## src/sv/tkd_pkg.sv

```systemverilog
// ----------------------------------------------------------------------------
// tkd_pkg
// Shared types and constants for the terminal key decoder with cursor.
// ----------------------------------------------------------------------------
`default_nettype none

package tkd_pkg;

  localparam int unsigned PosW = 12;

  localparam logic [7:0] BYTE_ESC    = 8'h1B;
  localparam logic [7:0] BYTE_QUIT   = 8'h11;
  localparam logic [7:0] BYTE_CSI    = 8'h5B;  // '['
  localparam logic [7:0] BYTE_SS3    = 8'h4F;  // 'O'
  localparam logic [7:0] BYTE_TILDE  = 8'h7E;  // '~'
  localparam logic [7:0] BYTE_UP     = 8'h41;  // 'A'
  localparam logic [7:0] BYTE_DOWN   = 8'h42;  // 'B'
  localparam logic [7:0] BYTE_RIGHT  = 8'h43;  // 'C'
  localparam logic [7:0] BYTE_LEFT   = 8'h44;  // 'D'
  localparam logic [7:0] BYTE_HOME   = 8'h48;  // 'H'
  localparam logic [7:0] BYTE_END    = 8'h46;  // 'F'
  localparam logic [7:0] BYTE_DIG0   = 8'h30;  // '0'
  localparam logic [7:0] BYTE_DIG1   = 8'h31;
  localparam logic [7:0] BYTE_DIG3   = 8'h33;
  localparam logic [7:0] BYTE_DIG4   = 8'h34;
  localparam logic [7:0] BYTE_DIG5   = 8'h35;
  localparam logic [7:0] BYTE_DIG6   = 8'h36;
  localparam logic [7:0] BYTE_DIG7   = 8'h37;
  localparam logic [7:0] BYTE_DIG8   = 8'h38;
  localparam logic [7:0] BYTE_DIG9   = 8'h39;

  typedef enum logic [3:0] {
    KC_PLAIN = 4'd0,
    KC_ESC   = 4'd1,
    KC_LEFT  = 4'd2,
    KC_DOWN  = 4'd3,
    KC_UP    = 4'd4,
    KC_RIGHT = 4'd5,
    KC_HOME  = 4'd6,
    KC_END   = 4'd7,
    KC_PGDN  = 4'd8,
    KC_PGUP  = 4'd9
  } key_code_t;

  // decoded key handed to the cursor unit
  typedef struct packed {
    logic      apply;
    key_code_t code;
  } cursor_cmd_t;

  // result word, tdata part then tuser part
  typedef struct packed {
    logic [PosW-1:0] cursor_col;
    logic [PosW-1:0] cursor_row;
    logic [7:0]      plain_byte;
    logic            quit;
    logic            delete_key;
    key_code_t       key_code;
  } out_word_t;

endpackage

`default_nettype wire

```

## src/sv/tkd_cursor.sv

```systemverilog
// ----------------------------------------------------------------------------
// tkd_cursor
// Cursor row and column, clamped to the screen size and moved by keys.
// ----------------------------------------------------------------------------
`default_nettype none

module tkd_cursor
  import tkd_pkg::*;
(
  input  wire logic            clk,
  input  wire logic            rst_n,
  input  wire cursor_cmd_t     cmd,
  input  wire logic [PosW-1:0] screen_rows,
  input  wire logic [PosW-1:0] screen_cols,
  output logic      [PosW-1:0] row_nxt,
  output logic      [PosW-1:0] col_nxt
);

  logic [PosW-1:0] row_r;
  logic [PosW-1:0] col_r;
  logic [PosW-1:0] rmax;
  logic [PosW-1:0] cmax;
  logic [PosW-1:0] row_cl;
  logic [PosW-1:0] col_cl;

  // a size of zero counts as one
  assign rmax   = (screen_rows == '0) ? '0 : screen_rows - 1'b1;
  assign cmax   = (screen_cols == '0) ? '0 : screen_cols - 1'b1;
  assign row_cl = (row_r > rmax) ? rmax : row_r;
  assign col_cl = (col_r > cmax) ? cmax : col_r;

  always_comb begin
    row_nxt = row_cl;
    col_nxt = col_cl;
    case (cmd.code)
      KC_LEFT:  if (col_cl != '0) col_nxt = col_cl - 1'b1;
      KC_RIGHT: if (col_cl < cmax) col_nxt = col_cl + 1'b1;
      KC_UP:    if (row_cl != '0) row_nxt = row_cl - 1'b1;
      KC_DOWN:  if (row_cl < rmax) row_nxt = row_cl + 1'b1;
      KC_HOME:  col_nxt = '0;
      KC_END:   col_nxt = cmax;
      KC_PGUP:  row_nxt = '0;
      KC_PGDN:  row_nxt = rmax;
      default:  ;
    endcase
  end

  always_ff @(posedge clk) begin
    if (!rst_n) begin
      row_r <= '0;
      col_r <= '0;
    end else if (cmd.apply) begin
      row_r <= row_nxt;
      col_r <= col_nxt;
    end
  end

endmodule

`default_nettype wire

```

## src/sv/terminal_key_decoder_cursor.sv

```systemverilog
// ----------------------------------------------------------------------------
// terminal_key_decoder_cursor
// Decodes terminal escape sequences into key codes and tracks a cursor.
// ----------------------------------------------------------------------------
// Usage:
//   in_*   : one terminal byte per word; in_tuser set means the read failed
//            and no byte arrived (closes an open sequence as ESC).
//   out_*  : one word per decoded key; bytes that continue a sequence and
//            empty reads while idle give no word.
//   cfg_*  : screen_rows (index 0) and screen_cols (index 1), written while
//            the block is idle; a value of zero counts as one.
// Each result is registered in the output or skid register. Throughput is
// one byte per cycle: the parser state and cursor update in the same cycle
// the byte is accepted, and a two-entry output buffer (output register plus
// skid register) keeps in_tready high while one word waits.
// When the receiver stalls, a second result fills the skid register and
// in_tready drops until out_tready frees a slot; nothing is dropped.
// Reset (rst_n low, synchronous) empties the output buffer, returns the
// parser to idle, homes the cursor to row 0 column 0 and loads 24 rows and
// 80 columns.
// ----------------------------------------------------------------------------
`default_nettype none

module terminal_key_decoder_cursor
  import tkd_pkg::*;
(
  input  wire logic        clk,
  input  wire logic        rst_n,
  // input channel
  input  wire logic        in_tvalid,
  output logic             in_tready,
  input  wire logic [7:0]  in_tdata,   // [7:0] rx_byte
  input  wire logic        in_tuser,   // [0] no_byte
  // result channel
  output logic             out_tvalid,
  input  wire logic        out_tready,
  output logic [31:0]      out_tdata,  // [7:0] plain_byte, [19:8] cursor_row,
                                       // [31:20] cursor_col
  output logic [5:0]       out_tuser,  // [3:0] key_code, [4] delete_key, [5] quit
  // configuration
  input  wire logic        cfg_we,
  input  wire logic        cfg_index,
  input  wire logic [11:0] cfg_data
);

  typedef enum logic [3:0] {
    ST_IDLE  = 4'b0001,
    ST_ESC   = 4'b0010,
    ST_FIRST = 4'b0100,
    ST_DIGIT = 4'b1000
  } phase_t;

  localparam logic CFG_ROWS = 1'b0;
  localparam logic CFG_COLS = 1'b1;

  phase_t          phase_r, phase_nxt;
  logic [7:0]      first_r, first_nxt;
  logic [7:0]      second_r, second_nxt;
  logic [PosW-1:0] rows_r;
  logic [PosW-1:0] cols_r;

  out_word_t       out_r, skid_r, res;
  logic            out_valid_r, skid_valid_r;

  logic            in_fire;
  logic [7:0]      b;
  logic            emit;
  key_code_t       code;
  logic            del;
  logic            is_digit;
  cursor_cmd_t     cur_cmd;
  logic [PosW-1:0] row_nxt;
  logic [PosW-1:0] col_nxt;

  assign in_tready = !skid_valid_r;
  assign in_fire   = in_tvalid && in_tready;
  assign b         = in_tdata;
  assign is_digit  = (b >= BYTE_DIG0) && (b <= BYTE_DIG9);

  // sequence parser
  always_comb begin
    phase_nxt  = phase_r;
    first_nxt  = first_r;
    second_nxt = second_r;
    emit       = 1'b0;
    code       = KC_PLAIN;
    del        = 1'b0;
    if (in_tuser) begin
      if (phase_r != ST_IDLE) begin
        phase_nxt = ST_IDLE;
        emit      = 1'b1;
        code      = KC_ESC;
      end
    end else begin
      case (phase_r)
        ST_IDLE: begin
          if (b == BYTE_ESC) begin
            phase_nxt = ST_ESC;
          end else begin
            emit = 1'b1;
          end
        end
        ST_ESC: begin
          first_nxt = b;
          phase_nxt = ST_FIRST;
        end
        ST_FIRST: begin
          second_nxt = b;
          if (first_r == BYTE_CSI && is_digit) begin
            phase_nxt = ST_DIGIT;
          end else begin
            phase_nxt = ST_IDLE;
            emit      = 1'b1;
            code      = KC_ESC;
            if (first_r == BYTE_CSI) begin
              case (b)
                BYTE_UP:    code = KC_UP;
                BYTE_DOWN:  code = KC_DOWN;
                BYTE_RIGHT: code = KC_RIGHT;
                BYTE_LEFT:  code = KC_LEFT;
                BYTE_HOME:  code = KC_HOME;
                BYTE_END:   code = KC_END;
                default:    code = KC_ESC;
              endcase
            end else if (first_r == BYTE_SS3) begin
              if (b == BYTE_HOME) code = KC_HOME;
              else if (b == BYTE_END) code = KC_END;
            end
          end
        end
        ST_DIGIT: begin
          phase_nxt = ST_IDLE;
          emit      = 1'b1;
          code      = KC_ESC;
          if (b == BYTE_TILDE) begin
            case (second_r)
              BYTE_DIG1, BYTE_DIG7: code = KC_HOME;
              BYTE_DIG4, BYTE_DIG8: code = KC_END;
              BYTE_DIG5:            code = KC_PGUP;
              BYTE_DIG6:            code = KC_PGDN;
              BYTE_DIG3: begin
                code = KC_PLAIN;
                del  = 1'b1;
              end
              default:              code = KC_ESC;
            endcase
          end
        end
        default: begin
          phase_nxt = ST_IDLE;
        end
      endcase
    end
  end

  assign cur_cmd.apply = in_fire && emit;
  assign cur_cmd.code  = code;

  tkd_cursor u_cursor (
    .clk         (clk),
    .rst_n       (rst_n),
    .cmd         (cur_cmd),
    .screen_rows (rows_r),
    .screen_cols (cols_r),
    .row_nxt     (row_nxt),
    .col_nxt     (col_nxt)
  );

  // result word
  always_comb begin
    res.key_code   = code;
    res.delete_key = del;
    res.cursor_row = row_nxt;
    res.cursor_col = col_nxt;
    if (code == KC_ESC) begin
      res.plain_byte = BYTE_ESC;
    end else if (code == KC_PLAIN && !del) begin
      res.plain_byte = b;
    end else begin
      res.plain_byte = 8'h00;
    end
    res.quit = (code == KC_PLAIN) && !del && (b == BYTE_QUIT);
  end

  always_ff @(posedge clk) begin
    if (!rst_n) begin
      phase_r  <= ST_IDLE;
      first_r  <= 8'h00;
      second_r <= 8'h00;
    end else if (in_fire) begin
      phase_r  <= phase_nxt;
      first_r  <= first_nxt;
      second_r <= second_nxt;
    end
  end

  always_ff @(posedge clk) begin
    if (!rst_n) begin
      rows_r <= 12'd24;
      cols_r <= 12'd80;
    end else if (cfg_we) begin
      case (cfg_index)
        CFG_ROWS: rows_r <= cfg_data;
        CFG_COLS: cols_r <= cfg_data;
        default:  ;
      endcase
    end
  end

  // output register with skid stage
  always_ff @(posedge clk) begin
    if (!rst_n) begin
      out_valid_r  <= 1'b0;
      skid_valid_r <= 1'b0;
    end else if (!out_valid_r || out_tready) begin
      if (skid_valid_r) begin
        out_valid_r  <= 1'b1;
        skid_valid_r <= 1'b0;
      end else begin
        out_valid_r <= cur_cmd.apply;
      end
    end else if (cur_cmd.apply) begin
      skid_valid_r <= 1'b1;
    end
  end

  always_ff @(posedge clk) begin
    if (!out_valid_r || out_tready) begin
      if (skid_valid_r) begin
        out_r <= skid_r;
      end else if (cur_cmd.apply) begin
        out_r <= res;
      end
    end else if (cur_cmd.apply) begin
      skid_r <= res;
    end
  end

  assign out_tvalid = out_valid_r;
  assign out_tdata  = {out_r.cursor_col, out_r.cursor_row, out_r.plain_byte};
  assign out_tuser  = {out_r.quit, out_r.delete_key, out_r.key_code};

endmodule

`default_nettype wire
```

## config.mk

```make
export PLATFORM = sky130hd
export DESIGN_NAME = terminal_key_decoder_cursor
export DESIGN_NICKNAME = d
export VERILOG_FILES = /design/src/sv/tkd_pkg.sv /design/src/sv/tkd_cursor.sv /design/src/sv/terminal_key_decoder_cursor.sv
export SDC_FILE = /design/constraint.sdc
export NUM_CORES = 1
export LEC_CHECK = 0
export BUFFER_PORTS_ARGS = -buffer_cell sky130_fd_sc_hd__buf_2
export CAP_MARGIN = 20
export CORE_ASPECT_RATIO = 1.75
export CORE_MARGIN = 1.5
export CORE_UTILIZATION = 45
export CTS_CLUSTER_SIZE = 28
export DETAILED_ROUTE_END_ITERATION = 16
export PLACE_DENSITY_LB_ADDON = 0.1
export SLEW_MARGIN = 20
export SYNTH_ARGS = -nofsm -noshare
export SYNTH_HDL_FRONTEND = slang
export SYNTH_SLANG_ARGS = --single-unit
```

## constraint.sdc

```tcl
create_clock -name clk -period 10.2 [get_ports clk]
set_input_delay 0.51 -clock clk [delete_from_list [all_inputs] [get_ports clk]]
set_output_delay 0.51 -clock clk [all_outputs]
set_load 0.05 [all_outputs]
```

# Yosys cells after proc, flatten, opt, wreduce, memory -nomap -nowiden
# Index checks and enable logic that the tools add are counted.
dict set report word_totals {
  input_bits 27
  out_inout_bits 40
  latchBits 0
  rom_bits 0
  wordCells 137
  memories 0
  reg_bits 146
  ramBits 0
}
dict set report classes {
  n_bitwise 4
  addsub 6
  eq_ne 34
  n_mul 0
  n_div 0
  magnitude_cmp 6
  n_mux 40
  n_shift 0
  n_reduce_logical 26
}
# operator count
set ops {}
lappend ops {{12-bit 2-to-1 mux} 8}
lappend ops {{12-bit one-hot mux with 4 select lines} 2}
lappend ops {{38-bit 2-to-1 mux} 2}
lappend ops {{8-bit by 7-bit equality test with 1-bit output (second input constant)} 9}
lappend ops {{8-bit by 6-bit equality test with 1-bit output (second input constant)} 7}
lappend ops {{12-bit by 1-bit subtractor with 12-bit output (second input constant)} 4}
lappend ops {{4-bit 2-to-1 mux} 8}
lappend ops {{12-bit by 1-bit adder with 12-bit output (second input constant)} 2}
lappend ops {{12-bit greater-than comparator} 2}
lappend ops {{12-bit logical NOT} 2}
lappend ops {{12-bit < comparator} 2}
lappend ops {{12-bit nonzero test} 2}
lappend ops {{4-bit by 3-bit equality test with 1-bit output (second input constant)} 5}
lappend ops {{4-bit one-hot mux with 5 select lines} 1}
lappend ops {{3-bit one-hot mux with 6 select lines} 1}
lappend ops {{8-bit by 5-bit equality test with 1-bit output (second input constant)} 2}
lappend ops {{8-bit 2-to-1 mux} 2}
lappend ops {{4-bit by 2-bit equality test with 1-bit output (second input constant)} 3}
lappend ops {{4-bit equality test (second input constant)} 3}
lappend ops {{4-bit one-hot mux with 3 select lines} 1}
lappend ops {{1-bit 2-to-1 mux} 10}
lappend ops {{3-bit 2-to-1 mux} 3}
lappend ops {{3-bit AND reduction} 3}
lappend ops {{4-bit by 1-bit equality test with 1-bit output (second input constant)} 2}
lappend ops {{15 further kinds} 30}

# Longest topological paths before layout
# Gate-level depths: netlist of run 1.
dict set report depth {
  word_depth 14
  depth_mapped 32
  mapped_depth_nobuf 26
}

# Modules after synthesis
# Synthesis of run 1 repeated with hierarchy kept, for this count alone.
dict set report hier_totals {
  hier_cells 1229
  hier_area_um2 10656.5
}
# mod cells_per_inst seq_area_each_um2 n_inst area_each_um2
set modules_own_cells {}
lappend modules_own_cells {tkd_cursor 772 480.5 1 5353.9}
lappend modules_own_cells {terminal_key_decoder_cursor 457 3203.1 1 5302.6}

# Least setup slack after synthesis of run 1
# OpenSTA, ideal clock, no wires.
dict set report synth_path {
  path_kind {register to register}
  startpoint {register cols_r[0]}
  endpoint {register out_r (netlist bit out_tdata[31]) (data pin)}
  slack_ns 3.530
  path_buffers 5
  required_ns 9.940
  arrival_time_ns 6.410
  setup_ns 0.260
  stages_incl_launch_ff 28
  path_cell_list {dfxtp_1 clkbuf_1 buf_1 inv_1 ha_1 clkbuf_1 xnor2_1 or2_2 clkbuf_1 ha_1 nand3_1 o221ai_1 a31oi_1 a21oi_1 clkbuf_1 mux2i_1 inv_1 ha_1 a21oi_1 nor2_1 a211oi_1 o21ai_0 a21oi_1 or3b_2 nor4_1 mux2i_1 nand2_1 mux2_2}
}
dict set report synth_via {
  elab_chain_len 9
  elab_cells_between_ends 14
  cone_classes {3 x add/sub; 2 x order compare; 7 x mux; 2 x reduce/logical}
}
# item line_no
set synth_lines {}
lappend synth_lines {{start: declaration} terminal_key_decoder_cursor.sv:60} ;# logic [PosW-1:0] cols_r;
lappend synth_lines {{start signal: assignment} terminal_key_decoder_cursor.sv:204} ;# CFG_COLS: cols_r <= cfg_data;
lappend synth_lines {{12-bit by 1-bit subtractor with 12-bit output or 12-bit logical NOT (tied branches)} tkd_cursor.sv:28} ;# assign cmax = (screen_cols == '0) ? '0 : screen_cols - 1'b1;
lappend synth_lines {{12-bit 2-to-1 mux *} tkd_cursor.sv:28}
lappend synth_lines {{12-bit greater-than comparator} tkd_cursor.sv:30} ;# assign col_cl = (col_r > cmax) ? cmax : col_r;
lappend synth_lines {{12-bit 2-to-1 mux} tkd_cursor.sv:30}
lappend synth_lines {{12-bit by 1-bit adder with 12-bit output, or another cell as far along} tkd_cursor.sv:37} ;# KC_RIGHT: if (col_cl < cmax) col_nxt = col_cl + 1'b1;
lappend synth_lines {{12-bit 2-to-1 mux, on equally long branches} {tkd_cursor.sv:37, tkd_cursor.sv:36}}
lappend synth_lines {{12-bit one-hot mux with 4 select lines *} tkd_cursor.sv:35} ;# case (cmd.code)
lappend synth_lines {{net col_nxt[11]} terminal_key_decoder_cursor.sv:73} ;# logic [PosW-1:0] col_nxt;
lappend synth_lines {{38-bit 2-to-1 mux *} terminal_key_decoder_cursor.sv:231} ;# end else if (cur_cmd.apply) begin
lappend synth_lines {{38-bit 2-to-1 mux *} terminal_key_decoder_cursor.sv:229} ;# if (skid_valid_r) begin
lappend synth_lines {{end signal: assignment} terminal_key_decoder_cursor.sv:230} ;# out_r <= skid_r;
lappend synth_lines {{end signal: assignment} terminal_key_decoder_cursor.sv:232} ;# out_r <= res;
lappend synth_lines {{end: declaration} terminal_key_decoder_cursor.sv:62} ;# out_word_t out_r, skid_r, res;
# The timed path passes the listed nets; every way through them passes the cells marked *. The select of a mux whose other input is x is not followed.
# A chain may end at the register's enable or synchronous reset.

==> key figures, run 1 <==
Outcome
  – Status: completed

Critical path
  – CP max stage delay: 690 ps
  – Worst setup EP type: register
  – CP Max Fanout: 27
  – RR Startpoint: rows_r[0]$_SDFFE_PN0P_
  – Worst Path Arrival: roughly 8000 ps
  – R2r setup slk: 2380 ps
  – Worst path required time: about 10,000 ps
  – Worst setup path category: reg -> reg
  – Crit path cell chain: inv_1 -> ha_1 -> or3b_1 -> o41ai_1 -> inv_2 -> ha_1 -> nand4_1 -> or3_1 -> o31a_1 -> buf_4 -> o21ai_0 -> inv_1 -> ha_1 -> a21oi_1 -> o21a_1 -> o221ai_1 -> a221o_1 -> a21oi_1 -> nand4_1 -> o21a_1 -> o21a_1 -> or4_4 -> mux2_4
  – R2R depth: 23
  – Reg2reg end: out_tdata[17]$_DFFE_PP_
  – Startpoint Class: register
  – Slowest-stage cell, CP: o41ai_1

CTS
  – Setup Buffers After CTS: 0
  – Hold_buf cts: 0
  – H-Tree Depth: 4
  – Clock slew at reported path FFs: about 60 ps
  – Root Driver: clkbuf_16
  – CTS buffer count: 17
  – CTS tree: done
  – Max clock buf depth: 2
  – Clock latency at the later pin of the worst-skew pair: about 450 ps
  – Post-cts sizing count: 0
  – Num Clock Sinks: between 100 and 150

Placed design
  – Gpl congestion: 0.9315
  – Post-DP HPWL: ~24,000 um
  – Buffers on Ports: 66
  – DP Area: 11,250 um2

Final layout
  – Syn-to-layout area delta: 10.79%
  – Ant diodes: 0
  – Post-route cell area: 11,870 um2
  – Nets@finish: approximately 1.3k
  – Leading cell type in the layout, fill and taps excluded: nand2_1
  – Share of cells above drive strength 1: 15.69%
  – Utilization after layout: 50.89%
  – Commonest cells after routing, fill and taps aside: nand2_1, nor2_1, edfxtp_1

Power and ir drop
  – Clock power frac: 34.7%
  – P_leak: 4.622 nW
  – Total power: 0.001942 W
  – Int Power: around 0.0013 W
  – Pwr dens: about 160 nW/um2
  – Sw Pwr: approximately 0.0007 W
  – Sw Ratio: 35.07%
  – VDD IR-drop max: 0.00009945 V
  – Combinational Power Share: between 30% and 40%
  – Sequential power share: 35.3%

Synth
  – Yosys reg bits: ~150
  – Yosys cell types: 95
  – Gate Count Post-Synth: 1,221
  – Ys flop type: edfxtp_1
  – Seq/Total Area, Yosys: ~34%
  – Asr flop ratio synth: 0%
  – Synth Warn #: 0
  – Mapped cell area: 10,720 um2
  – Number of synthesized flops with an enable pin: 76
  – Syn avg cell area: between 8 and 9 um2
  – Syn Nets: 1,303

Route
  – Vias: 9,469
  – Via density: 6.047
  – 1st-iter DRT viols: 783
  – DRC viols: 0
  – Antenna Nets Post-Route: 0
  – 1st-pass router iterations: 5
  – Average wire per cell in the routed design: 20.33 um
  – Total Wirelength: 31,840 um

Die
  – Num ports: between 60 and 70
  – Die height: 207.2 um
  – Initial core utilization: approximately 46%
  – Rows: 74
  – Core Region: between 20,000 and 25,000 um2
  – Die width: approximately 120 um
  – Die footprint: about 25,000 um2

GRT
  – First-pass GRT wire length: 50,030 um
  – Gr ovfl total: 0
  – Vias in the first global route: 9,172
  – GRT Util Overall: 25.81%
  – Initial antenna violation count: 0
  – Largest net degree at the start of global routing: between 70 and 80

Flow run
  – Max_cap viols: 0

STA
  – Fmax: 0.1279 GHz
  – Worst rel slew slack: 34.93%
  – Period utilisation layout: between 70% and 80%
  – Final setup viols: 0
  – Final min period: 7817 ps
  – Unrepaired setup endpoints after global routing: no
  – Worst slew pin tran: 976.1 ps
  – Fin. Hold Viols: 0
  – Pins Over Slew Limit: 0
  – Final setup TNS: 0 ps
  – Skew final: 10.09 ps

Worst hold path
  – Hold Startpoint: cfg_data[3]
  – Hold Crit Depth: 3
  – End of the worst hold path: rows_r[3]$_SDFFE_PN1P_
  – Hold Path Class: in -> reg
==> cell type report <==
type / count / area (um2)
Sequential cell: 146 / 3684
Timing Repair Buffer: 74 / 390.4
Inverter: 60 / 227.7
Fill cell: 2303 / 11460
Clock buffer: 17 / 425.4
Tap cell: 304 / 380.4
Multi-Input combinational cell: 950 / 6570
Clock inverter: 15 / 196.4
==> critical path, delay by kind of cell, from the launching register on <==
family                   cells  cell delay, ps
adder cells (fa/ha/maj)      3            1040
buffers and inverters        4             690
AO/OA/AOI/OAI               10            3230
multiplexers                 1             270
AND/OR/NAND/NOR              5            1890
flip-flops                   1             430
==> sequential cells by signal, summed over array words and instances, names as in the netlist <==
signal	cells
skid_r	38
out_tdata	32
cols_r	12
rows_r	12
u_cursor.col_r	12
u_cursor.row_r	12
first_r	8
second_r	8
out_tuser	6
phase_r	4
out_tvalid	1
skid_valid_r	1
==> cells in the mapped netlist (12+ instances only) <==
library cell,n,area (um2)
a211oi_1,12,90.09
a21boi_0,22,165.2
a21o_1,15,112.6
a21oi_1,54,270.3
a31oi_1,18,112.6
clkbuf_1,57,214.0
dfxtp_1,70,1401
edfxtp_1,76,2282
ha_1,55,688.2
inv_1,55,206.5
mux2_2,39,439.2
mux2i_1,42,420.4
nand2_1,116,435.4
nand2b_1,15,93.84
nand3_1,34,170.2
nand4_1,16,100.1
nor2_1,97,364.1
nor2b_1,29,181.4
nor3_1,33,165.2
o21a_1,13,97.59
o21ai_0,59,295.3
o21ai_1,13,65.06
o22ai_1,12,75.07
or3_1,21,131.4
xnor2_1,25,219.0
==> worst max-delay path by stage <==
stage | start | to | cells after the start
2_1_floorplan | cols_r[0]$_SDFFE_PN0P_ | out_tdata[31]$_DFFE_PP_ | 27
3_3_place_gp | rows_r[0]$_SDFFE_PN0P_ | out_tdata[17]$_DFFE_PP_ | 23
3_5_place_dp | rows_r[0]$_SDFFE_PN0P_ | out_tdata[17]$_DFFE_PP_ | 23
4_1_cts | rows_r[0]$_SDFFE_PN0P_ | out_tdata[17]$_DFFE_PP_ | 23
5_1_grt | cols_r[0]$_SDFFE_PN0P_ | out_tdata[31]$_DFFE_PP_ | 23
6_report | rows_r[0]$_SDFFE_PN0P_ | out_tdata[17]$_DFFE_PP_ | 23
==> power by group through the flow <==
stage	Combinational (W)	Sequential (W)	Clock, W
finish	0.000583	0.000686	0.000673
global route	0.000638	0.000689	0.000705
CTS	0.000578	0.000685	0.000684
detailed placement	0.000574	0.000698	0
global placement	0.000571	0.000698	0
floorplan	0.000397	0.000722	0
==> per-stage QoR <==
step	cells	hold slack, ps	worst slack (ps)
after global routing	1566	322.6	1754
after floorplan	1221	464.4	3530
after CTS	1566	293.5	2439
after detailed placement	1534	491.0	2472
after global placement	1534	483.8	2470
final	1566	320.1	2383
==> cell families (layout without fill, tap and decap cells) <==
family,after synthesis,in the layout,share of synthesized area (%)
AND/OR/NAND/NOR,469,469,23.84
flip-flops,146,146,34.37
multiplexers,83,83,8.265
AO/OA/AOI/OAI,312,312,20.11
adder cells (fa/ha/maj),55,55,6.421
XOR/XNOR,31,31,2.533
buffers and inverters,125,166,4.460
==> per-layer routing <==
layer | track usage (%) | share of wire, %
met1 | 28.81 | 40
met5 | 0 | 0
met2 | 47.66 | 53
met3 | 3.442 | 3.2
met4 | 12.11 | 3.9
Note: power is estimated with default switching activity, not from simulation.
==> run 2: changes to the inputs <==
- ABC_AREA: default -> 1
- clock period: 10.2 -> 7.7 ns (I/O delays scaled with it)
==> run 2 against run 1 <==
Clock-buffer cell count is 1 higher; hold slack got worse by 120 ps; global-route usage is 5.0 points higher; utilization is 0.22 points lower; sequential share of layout area decreased by 0.76 points; clock power increased by 26%; sequential cell count did not move; maximum frequency up 26%; critical endpoint is now out_tdata[9]$_DFFE_PP_.
==> key figures, run 2 <==
Outcome
  – Status: completed

Worst hold path
  – Hold Path Class: in -> reg

Final layout
  – Post-route cell area: between 10,000 and 15,000 um2
  – Nets@finish: 1,754
  – Max reg flops: 38
  – Leading cell type in the layout, fill and taps excluded: nand2_1
  – Largest reg by FF count: skid_r
  – Ant diodes: 0
  – Share of cells above drive strength 1: 14.85%
  – Syn-to-layout area delta: 10.32%
  – Commonest cells after routing, fill and taps aside: nand2_1, inv_1, nor2_1

Power and ir drop
  – Combinational Power Share: 36.5%
  – VDD IR-drop max: 0.0001523 V
  – P_leak: between 5 and 6 nW
  – Sw Ratio: 40.98%
  – Clock power frac: a little under a third
  – Pwr dens: 227.1 nW/um2
  – Int Power: 0.001631 W
  – Sequential power share: 32.8%
  – Sw Pwr: between 0.001 and 0.0015 W

STA
  – Final setup viols: 0
  – Pins Over Slew Limit: 0
  – Final min period: approximately 6200 ps
  – Worst slew pin tran: approximately 1100 ps
  – Fmax: 0.1615 GHz
  – Period utilisation layout: ~80%
  – Fin. Hold Viols: 0
  – Final setup TNS: 0 ps
  – Slack of the critical path: 1509 ps
  – Skew final: 13.00 ps
  – Worst rel slew slack: 25.66%
  – Unrepaired setup endpoints after global routing: no

GRT
  – Largest net degree at the start of global routing: 62
  – GRT Util Overall: 30.81%
  – Initial antenna violation count: 0
  – Gr ovfl total: 0
  – First-pass GRT wire length: 58,940 um
  – Vias in the first global route: 10.96k

Route
  – 1st-pass router iterations: 5
  – Average wire per cell in the routed design: 18.99 um
  – DRC viols: 0
  – 1st-iter DRT viols: between 600 and 700
  – Vias: 10.95k
  – Total Wirelength: 37,830 um
  – Antenna Nets Post-Route: 0
  – Via density: roughly 5.5

Synth
  – Seq/Total Area, Yosys: about a third
  – Post-Synth XOR/XNOR Area: 0.7938%
  – Largest family of logic cells by synthesized area: simple AND/OR/NAND/NOR gates
  – Share of Yosys cell area claimed by the top area cell type: 20.68%
  – Syn Nets: 1,704
  – Post-synthesis compound-gate area fraction: 9.787%
  – Mapped cell area: 11,030 um2
  – Synth Warn #: 0
  – Mux share of post-synthesis cell area: 0%
  – Number of synthesized flops with an enable pin: 76
  – Synth area leaders: edfxtp_1, nand2_1, dfxtp_1
  – Yosys top cell by area: edfxtp_1
  – Syn avg cell area: 6.802 um2
  – Asr flop ratio synth: 0%
  – Yosys cell types: 50
  – Post-synthesis adder-cell area fraction: about 6.2%
  – Simple-gate share of the synthesized area: 41.29%
  – Yosys reg bits: roughly 150
  – Ys flop type: edfxtp_1
  – Count leader, synth: nand2_1
  – Gate Count Post-Synth: 1,622
  – Commonest cells in the netlist: nand2_1, inv_1, nor2_1

Critical path
  – Most used cell along the critical path: nand2_1
  – R2R depth: 30
  – Critical Path Sink: out_tdata[9]$_DFFE_PP_
  – Reg2reg end: out_tdata[9]$_DFFE_PP_
  – RR Startpoint: rows_r[0]$_SDFFE_PN0P_
  – Worst setup path category: reg -> reg
  – Slowest-stage cell, CP: a21boi_1
  – Startpoint Class: register
  – R2r setup slk: 1510 ps
  – CP Max Fanout: 26
  – Worst setup startpoint: rows_r[0]$_SDFFE_PN0P_
  – Worst path required time: 7900 ps
  – Worst Path Arrival: roughly 6400 ps
  – Worst setup EP type: register
  – CP max stage delay: 960 ps

CTS
  – H-Tree Depth: 4
  – Num Clock Sinks: 146
  – Clock slew at reported path FFs: around 70 ps
  – Clock latency at the later pin of the worst-skew pair: 450 ps
  – CTS buffer count: 17
  – Hold_buf cts: 0
  – Setup Buffers After CTS: 0
  – Post-cts sizing count: 0
  – Root Driver: clkbuf_16
  – Max clock buf depth: 2
  – CTS tree: done

Die
  – Die height: approximately 210 um
  – Rows: 75
  – Num ports: 67
  – Core Region: 24,020 um2
  – Die width: 121.4 um
  – Die footprint: ~26,000 um2
  – Initial core utilization: 45.93%

Placed design
  – Worst Setup Slack post-DPL: 1532 ps
  – Buffers on Ports: 66
  – Gpl congestion: ~0.92
  – Post-DP HPWL: 29,490 um
  – DP Area: roughly 12,000 um2

Flow run
  – Max_cap viols: 0
==> run 2: cell types whose count changed in the layout (fill, tap and decap cells not counted), sizes merged, moves of 19 or more <==
cell,change
nand2,+430
inv,+129
nand3,+126
nor2,+91
mux2i,-42
mux2,-41
nand4,+36
o21ai,+33
nor2b,-29
xnor2,-23
or3,-22
a21boi,-19
==> run 2: layout make-up <==
cell class | instances | area, um2
multi-input cells | 1243 | 6432
clock buffers | 18 | 429.2
repair buffers | 71 | 367.9
inverters | 193 | 726.9
flip-flops and latches | 146 | 3684
clock inverters | 13 | 146.4
fillers | 2532 | 11850
well taps | 308 | 385.4
==> run 2: kinds of logic (layout without fill, tap and decap cells) <==
family	count (synthesis)	after routing
buffers and inverters	233	295
and+or+nand+nor	983	983
adders and majority gates	55	55
DFF	146	146
xor gates and xnor gates	10	10
AOI/OAI and AO/OA	195	195
==> run 2: routing by layer <==
metal	vias to the layer above	wire [um]	global-route usage, %
met5	-	0	0
met2	363	20600	58.62
met1	5018	12690	28.87
met3	155	1405	4.085
met4	0	3124	23.77
li1	5412	-	-
==> run 2: worst min-delay path by stage <==
stage | from | endpoint | slack (ps) | cells past startpoint
final | cfg_data[6] | cols_r[6]$_SDFFE_PN1P_ | 200 | 3
after global routing | cfg_data[6] | cols_r[6]$_SDFFE_PN1P_ | 220 | 3
after CTS | cfg_data[6] | cols_r[6]$_SDFFE_PN1P_ | 190 | 3
after detailed placement | phase_r[3]$_SDFFE_PN0P_ | phase_r[3]$_SDFFE_PN0P_ | 490 | 2
after global placement | phase_r[3]$_SDFFE_PN0P_ | phase_r[3]$_SDFFE_PN0P_ | 470 | 2
after floorplan | phase_r[3]$_SDFFE_PN0P_ | phase_r[3]$_SDFFE_PN0P_ | 450 | 2
==> run 2: through the flow <==
step           std cells  total power [W]  hold slack [ps]  util, %
2_1_floorplan       1622         0.001670            452.9        -
3_3_place_gp        1961         0.001911            472.0    48.27
3_5_place_dp        1961         0.001918            486.6    48.27
4_1_cts             1992         0.002764            187.5    50.67
5_1_grt             1992         0.002922            220.8    50.67
6_report            1992         0.002764            199.8    50.67
==> run 2: power groups by stage <==
stage	clock network (W)	logic, W	registers (W)
4_1_cts	0.000859	0.000999	0.000906
3_5_place_dp	0	0.000996	0.000923
3_3_place_gp	0	0.000988	0.000923
6_report	0.000850	0.00101	0.000906
2_1_floorplan	0	0.000701	0.000968
5_1_grt	0.000886	0.00113	0.000909
==> run 2: critical path, delay by kind of cell (launching register included) <==
kind	cells	cell delay [ps]
AO/OA/AOI/OAI	6	2000
adder cells (fa/ha/maj)	3	840
buffers and inverters	6	570
flip-flops	1	310
AND/OR/NAND/NOR	15	2210
